File: src/rtl/core/lane_map_pixel_classifier_assert.svh
// Assertion macros shared by the lane map pixel classifier RTL.
`ifndef LANE_MAP_PIXEL_CLASSIFIER_ASSERT_SVH
`define LANE_MAP_PIXEL_CLASSIFIER_ASSERT_SVH

// Both macros sample on i_clk and are switched off while i_rst_n is low.
`define LMPC_ASSERT_IMP(label, ante, cons, msg) \
    label: assert property (@(posedge i_clk) disable iff (!i_rst_n) (ante) |-> (cons)) \
        else $error(msg);

`define LMPC_ASSERT_DLY(label, n, ante, cons, msg) \
    label: assert property (@(posedge i_clk) disable iff (!i_rst_n) (ante) |-> ##n (cons)) \
        else $error(msg);

`endif

File: src/rtl/core/lmpc_pkg.sv
// Types, constants and the exp fraction table of the lane map pixel classifier.
`timescale 1ns / 1ps
`default_nettype none

package lmpc_pkg;

    localparam int LOGIT_W    = 16;
    localparam int ROW_W      = 12;
    localparam int HEIGHT_W   = 13;
    localparam int PROB_W     = 16;
    localparam int CLASS_W    = 2;
    localparam int NUM_CLASS  = 4;
    localparam int EXP_W      = 17;
    localparam int U_W        = 17;
    localparam int PROD_W     = 34;
    localparam int FRAC_BITS  = 8;
    localparam int FRAC_ENTRIES = 256;
    localparam int SHIFT_W    = U_W - FRAC_BITS;
    localparam int SUM_W      = 19;
    localparam int NUM_W      = 34;
    localparam int DEN_W      = 19;
    localparam int QUO_W      = 17;
    localparam int REM_W      = 35;
    localparam int DIV_STAGES = QUO_W;

    localparam int CFG_IDX_W  = 2;
    localparam int CFG_DATA_W = 16;

    localparam logic [CFG_IDX_W-1:0] CFG_MAP_HEIGHT   = 2'd0;
    localparam logic [CFG_IDX_W-1:0] CFG_OMIT_ROWS    = 2'd1;
    localparam logic [CFG_IDX_W-1:0] CFG_SCORE_THRESH = 2'd2;

    localparam logic [HEIGHT_W-1:0] MAP_HEIGHT_RST   = 13'd480;
    localparam logic [ROW_W-1:0]    OMIT_ROWS_RST    = 12'd0;
    localparam logic [PROB_W-1:0]   SCORE_THRESH_RST = 16'd32768;

    localparam logic [CLASS_W-1:0] CLASS_BG = 2'd0;

    localparam logic [EXP_W-1:0]  ONE_Q16   = 17'h10000;
    localparam logic [EXP_W-1:0]  HALF_Q16  = 17'h08000;
    localparam logic [U_W-1:0]    LOG2E_Q16 = 17'd94548;
    localparam logic [NUM_W-1:0]  ONE_Q32   = 34'h1_0000_0000;
    localparam logic [SHIFT_W-1:0] EXP_MAX_SHIFT = 9'd16;
    localparam logic [PROB_W-1:0] PROB_SAT  = 16'hFFFF;

    // Q0.16 values of 2^(-2^b/256), entry b for fraction bit b.
    localparam logic [FRAC_BITS-1:0][15:0] POW2_FRAC = {
        16'd46341, 16'd55109, 16'd60097, 16'd62757,
        16'd64132, 16'd64830, 16'd65182, 16'd65359
    };

    typedef logic [FRAC_ENTRIES-1:0][EXP_W-1:0] t_frac_tab;

    // Builds 2^(-f/256) for every fraction f, rounding after each factor
    // in the order from fraction bit 0 upward.
    function automatic t_frac_tab build_frac_tab();
        t_frac_tab tab;
        logic [63:0] v;
        logic [FRAC_BITS-1:0] fb;
        for (int f = 0; f < FRAC_ENTRIES; f++) begin
            fb = FRAC_BITS'(f);
            v = 64'(ONE_Q16);
            for (int b = 0; b < FRAC_BITS; b++) begin
                if (fb[b]) begin
                    v = (v * 64'(POW2_FRAC[b]) + 64'(HALF_Q16)) >> 16;
                end
            end
            tab[f] = v[EXP_W-1:0];
        end
        return tab;
    endfunction

    localparam t_frac_tab EXP_FRAC_TAB = build_frac_tab();

    typedef struct packed {
        logic               valid;
        logic [CLASS_W-1:0] cls;
        logic               row_ok;
        logic               neg_l;
        logic               neg_r;
    } t_ctl;

endpackage

`default_nettype wire

File: src/rtl/core/lmpc_div.sv
// Pipelined restoring divider, one quotient bit per stage.
`timescale 1ns / 1ps
`default_nettype none

module lmpc_div (
    input  logic                       i_clk,
    input  logic [lmpc_pkg::NUM_W-1:0] i_num,
    input  logic [lmpc_pkg::DEN_W-1:0] i_den,
    output logic [lmpc_pkg::QUO_W-1:0] o_quo
);
    import lmpc_pkg::*;

    localparam int LAST = DIV_STAGES - 1;

    logic [REM_W-1:0] r_rem [LAST];
    logic [DEN_W-1:0] r_den [LAST];
    logic [QUO_W-1:0] r_quo [DIV_STAGES];

    // The quotient is known to stay below 2^QUO_W, so the first stage
    // starts from the top quotient bit with the whole dividend.
    for (genvar j = 0; j < DIV_STAGES; j++) begin : g_step
        logic [REM_W-1:0] src_rem;
        logic [REM_W-1:0] shifted;
        logic [DEN_W-1:0] src_den;
        logic [QUO_W-1:0] src_quo;
        logic             fits;

        if (j == 0) begin : g_head
            assign src_rem = REM_W'(i_num);
            assign src_den = i_den;
            assign src_quo = '0;
        end else begin : g_body
            assign src_rem = r_rem[j-1];
            assign src_den = r_den[j-1];
            assign src_quo = r_quo[j-1];
        end

        assign shifted = REM_W'(src_den) << (LAST - j);
        assign fits    = (src_rem >= shifted);

        always_ff @(posedge i_clk) begin
            r_quo[j] <= fits ? (src_quo | (QUO_W'(1) << (LAST - j))) : src_quo;
        end

        if (j < LAST) begin : g_carry
            always_ff @(posedge i_clk) begin
                r_rem[j] <= fits ? (src_rem - shifted) : src_rem;
                r_den[j] <= src_den;
            end
        end
    end

    assign o_quo = r_quo[LAST];

endmodule

`default_nettype wire

File: config.mk
export PLATFORM = sky130hd
export DESIGN_NAME = lmpc_div
export DESIGN_NICKNAME = d
export VERILOG_FILES = /design/src/rtl/core/lane_map_pixel_classifier_assert.svh /design/src/rtl/core/lmpc_pkg.sv /design/src/rtl/core/lmpc_div.sv
export SDC_FILE = /design/constraint.sdc
export NUM_CORES = 2
export LEC_CHECK = 0
export BUFFER_PORTS_ARGS = -buffer_cell sky130_fd_sc_hd__buf_4
export CAP_MARGIN = 20
export CORE_ASPECT_RATIO = 0.6
export CORE_UTILIZATION = 39
export DETAILED_ROUTE_END_ITERATION = 16
export HOLD_SLACK_MARGIN = 0.15
export PLACE_DENSITY = 0.55
export SLEW_MARGIN = 20
export SYNTH_ARGS = -nofsm -noshare
export SYNTH_HDL_FRONTEND = slang
export SYNTH_SLANG_ARGS = --single-unit
File: constraint.sdc
create_clock -name i_clk -period 6.71 [get_ports i_clk]
set_input_delay 2.013 -clock i_clk [delete_from_list [all_inputs] [get_ports i_clk]]
set_output_delay 2.013 -clock i_clk [all_outputs]
set_load 0.02 [all_outputs]
Word-level counts from Yosys, hierarchy flattened
Memories as Yosys holds them, arrays and structs flattened. Cells that the tools add are included.

Bits in registers: 0. Memory bits (writable): 1153. Input port bits: 54. Output and inout port bits: 17. Word-level logic and storage cells: 69. Memories: 3.

Memory list: r_rem (words 16, bits a word 35, rd ports 16, clocked after Yosys merged registers in 0, wr ports 16, line lmpc_div.sv:15) `logic [REM_W-1:0] r_rem [LAST];`; r_den (words 16, bits a word 19, rd ports 16, clocked after Yosys merged registers in 0, wr ports 16, line lmpc_div.sv:16) `logic [DEN_W-1:0] r_den [LAST];`; r_quo (words 17, bits a word 17, rd ports 17, clocked after Yosys merged registers in 0, wr ports 17, line lmpc_div.sv:17) `logic [QUO_W-1:0] r_quo [DIV_STAGES];`.

Add/sub/neg operators: 16. Magnitude comparators: 17. Mux-type cells: 33.

Operator list (number): 35-bit 2-to-1 mux (16); 34-bit by 35-bit greater-or-equal comparator with 1-bit output (1); 35-bit by 19-bit greater-or-equal comparator with 1-bit output (1); 35-bit by 20-bit greater-or-equal comparator with 1-bit output (1); 35-bit by 21-bit greater-or-equal comparator with 1-bit output (1); 35-bit by 22-bit greater-or-equal comparator with 1-bit output (1); 35-bit by 23-bit greater-or-equal comparator with 1-bit output (1); 35-bit by 24-bit greater-or-equal comparator with 1-bit output (1); 35-bit by 25-bit greater-or-equal comparator with 1-bit output (1); 35-bit by 26-bit greater-or-equal comparator with 1-bit output (1); 35-bit by 27-bit greater-or-equal comparator with 1-bit output (1); 35-bit by 28-bit greater-or-equal comparator with 1-bit output (1); 35-bit by 29-bit greater-or-equal comparator with 1-bit output (1); 35-bit by 30-bit greater-or-equal comparator with 1-bit output (1); 35-bit by 31-bit greater-or-equal comparator with 1-bit output (1); 35-bit by 32-bit greater-or-equal comparator with 1-bit output (1); 35-bit by 33-bit greater-or-equal comparator with 1-bit output (1); 35-bit by 34-bit greater-or-equal comparator with 1-bit output (1); 34-bit by 35-bit subtractor with 35-bit output (1); 35-bit by 20-bit subtractor with 35-bit output (1); 35-bit by 21-bit subtractor with 35-bit output (1); 35-bit by 22-bit subtractor with 35-bit output (1); 35-bit by 23-bit subtractor with 35-bit output (1); 35-bit by 24-bit subtractor with 35-bit output (1); 27 further kinds (27).

Depth between registers and ports, before layout
An unclocked memory read counts as a cell.

Word-level depth: 3. Depth in mapped cells: 14. Depth with buffers taken out: 13.

Least setup slack after synthesis
OpenSTA, ideal clock, no wires.

Path type: input to register. Start: input port i_den[4] (netlist name). End: memory r_rem[0][28]. Setup time: 0.121 ns. Arrival time: 4.276 ns. Required time: 6.589 ns. Path slack: 2.313 ns. Stages: 12. Buffers on the path: 1. Path through: inv_1 ha_1 and2_1 o211ai_1 nand3_1 a31oi_1 o21a_1 a21oi_1 o21ai_0 a21oi_2 buf_2 mux2_2.

RTL lines: from (decl) (line lmpc_div.sv:8) `input logic [lmpc_pkg::DEN_W-1:0] i_den,`; to (decl) (line lmpc_div.sv:15).

==> flow_summary.yaml <==
clock_network:
  clkTransAtPathRegs_ns: 0.07
  cts_buffer_depth: 3
  hold_buffers: 0
  htreeDepth: 3
  cts_tree: "yes"
  post_cts.resized_instances: 0
  cts_buffers: 96
  postCtsSetupBuffers: 0
  root_buffer: "clkbuf_16"
  insertion_delay_ns: 0.70
  cts.sink_count: 1017
synth:
  ys.flop_type: "dfxtp_1"
  syn_area_mm2: 0.04255
  async_flop_share_pct: 0
  synth_top_cells_by_area: "dfxtp_1 (48%), ha_1 (9.5%), xnor2_1 (3.8%), a21oi_1 (3.8%), inv_1 (3.5%)"
  synth_edf_count: 0
  syn_inst: 4412
  synth_cell_types: 90
  yosys_warnings: 0
  synth.area.mux_share_pct: 2.394
  netlist.area_leader.share_pct: 47.85
  synth_simple_gate_area_share_pct: 13.27
  synth_top_family_by_area: "compound AO/OA/AOI/OAI gates"
  synth-adder-area-share_pct: 10.22
  synth_largest_area_cell: "dfxtp_1"
  synth_nets: 4804
  syn_avg_cell_area_um2: 9.643
  synth_xor_area_share_pct: 7.040
  yosysSeqAreaShare_pct: 47.85
  synth-seq-cells: 1017
  synth_compound_area_share_pct: 14.94
critical_path:
  path_delay_family: "simple AND/OR/NAND/NOR gates"
  rrSetupSlack_ns: 2.42
  startpoint_type: "primary input"
  worstPathRequired_ns: 7.30
  crit_slowest_cell: "nor2_1"
  crit_buf_inv: 2
  crit_type: "primary input to flop"
  path_cells: "buf_4 -> ha_1 -> nand4_1 -> nor4_1 -> nand3_1 -> nor2_1 -> nor2_1 -> a21oi_1 -> o21ai_0 -> a21oi_2 -> buf_4 -> mux2_2"
  cp.arrival_ns: 5.08
  cp-end-kind: "flop"
  cpPeakStageDelay_ns: 0.58
  path_max_fanout: 19
place:
  place.gp.congestion: 0.9187
  port_buffers: 70
  dp_hpwl_um: 80730
job:
  drv_cap: 0
run_status:
  outcome: "finished clean"
floorplanning:
  rows: 93
  io_pins: 71
  dieHeight_um: 257.8
  start_util_pct: 39.49
  die_w_um: 428.4
  die_area_mm2: 0.1105
  coreArea_mm2: 0.1078
sta:
  clock.fmax_ghz: 0.2226
  slew_headroom_pct: 14.47
  hold_violations: 0
  layout_min_cycle_time_ns: 4.492
  period_share_pct: 66.94
  setup_viol: 0
  report.final.slew_viol_count: 0
  fin_skew_ns: 0.04942
  worst_pin_slew_ns: 1.273
  rsz0062_at_grt: "false"
  hold_slack_ns: 0.2854
  finalSetupTns_ns: 0
global_routing:
  grt_max_degree: 42
  grt_pass1_vias: 28190
  antenna_found_initial: 6
  grt_usage_pct: 18.66
  grt_overflow: 0
  grt_pass1_wl_um: 163400
min_path:
  hp-class: "flop to flop"
route:
  viasPerCell: 5.135
  drt_iter0_drc: 2869
  drc: 0
  ant_nets: 0
  vias: 30930
  wl_per_cell_um: 17.16
  firstDrtPassIters: 5
  wl_um: 103400
layout:
  drive_above_1_share_pct: 8.569
  fin_nets: 4912
  area_delta_synth_final_pct: 13.18
  finalCoreUtilization_pct: 44.69
power_and_ir_drop:
  peakVddDrop_mv: 0.2270
  p_per_area_mw_per_mm2: 500.8
  total_power_mw: 24.11
  leakagePower_nw: 21.06
[cell families (layout without fill, tap and decap cells)]
kind of cell	count (synthesis)	count (layout)
AND/OR/NAND/NOR	1126	1126
multiplexers	91	91
buffers and inverters	479	665
AO/OA/AOI/OAI	1019	1019
XOR/XNOR	342	342
flip-flops	1017	1017
adder cells (fa/ha/maj)	338	338
other	0	1
[cell usage after synthesis (51+ instances only)]
master       n
nor2b_1     59
dfxtp_1   1017
inv_1      399
nand2b_1    53
clkbuf_1    57
xnor2_1    187
o21a_1      51
o21ai_0    253
ha_1       322
nand3_1     75
nor3_1      80
xor2_1     155
nor4_1      51
nand2_1    281
mux2_2      86
nor2_1     301
a21o_1     112
a21oi_1    325
[routing by layer]
layer / routed length, um / share of wire, % / track usage (%)
met5: 0 / 0 / 0
met4: 1402 / 1.4 / 3.515
met3: 9734 / 9.4 / 5.643
met2: 30480 / 29 / 19.65
met1: 61740 / 60 / 33.18
[metrics by stage]
stage | cell area [um2] | cells | worst slack [ns]
6_report | 48150 | 6024 | 2.218
5_1_grt | 48150 | 6024 | 2.001
4_1_cts | 48150 | 6023 | 2.297
3_5_place_dp | 44740 | 5847 | 1.537
3_3_place_gp | 44730 | 5847 | 1.513
2_1_floorplan | 42550 | 4412 | 2.313
[where the power goes]
part / total (mW) / internal (mW) / switching [mW]
sequential: 8.73 / 7.71 / 1.02
clock: 5.82 / 3.41 / 2.41
combinational: 9.57 / 4.17 / 5.40
total: 24.1 / 15.3 / 8.83
[layout make-up]
type	count	area, um2
Sequential cell	1017	20360
Inverter	400	1501
Tap cell	1425	1783
Clock inverter	45	681.9
Fill cell	10240	59600
Antenna cell	1	2.502
Multi-Input combinational cell	2916	20430
Clock buffer	131	2725
Timing Repair Buffer	89	668.1
[path summary, 6_finish.rpt]
kind	start	to	cells past startpoint
setup / recovery	i_num[26]	r_rem[0][20]$_DFF_P_	12
hold / removal	r_quo[1][121]$_DFF_P_	r_quo[2][2]$_DFF_P_	0
setup reg to reg	r_rem[0][83]$_DFF_P_	r_rem[0][139]$_DFF_P_	12
hold reg to reg	r_quo[1][121]$_DFF_P_	r_quo[2][2]$_DFF_P_	0
[placed cells by master (no fill, tap or decap), drive strengths merged, types with 49 or more instances in the layout]
master  count
clkbuf    131
nand2b     53
xor2      155
nor3       84
buf        89
nand4      49
o21a       51
a21o      113
nor2      301
nand3      75
xnor2     187
o21ai     260
dfxtp    1017
a21oi     326
nor4       54
inv       404
ha        322
nand2     281
nor2b      59
mux2       86
[registers in the layout (all words and copies together) (netlist names)]
name and flops:
r_quo 153, r_rem 560, r_den 304
Note: power is estimated with default switching activity, not from simulation.
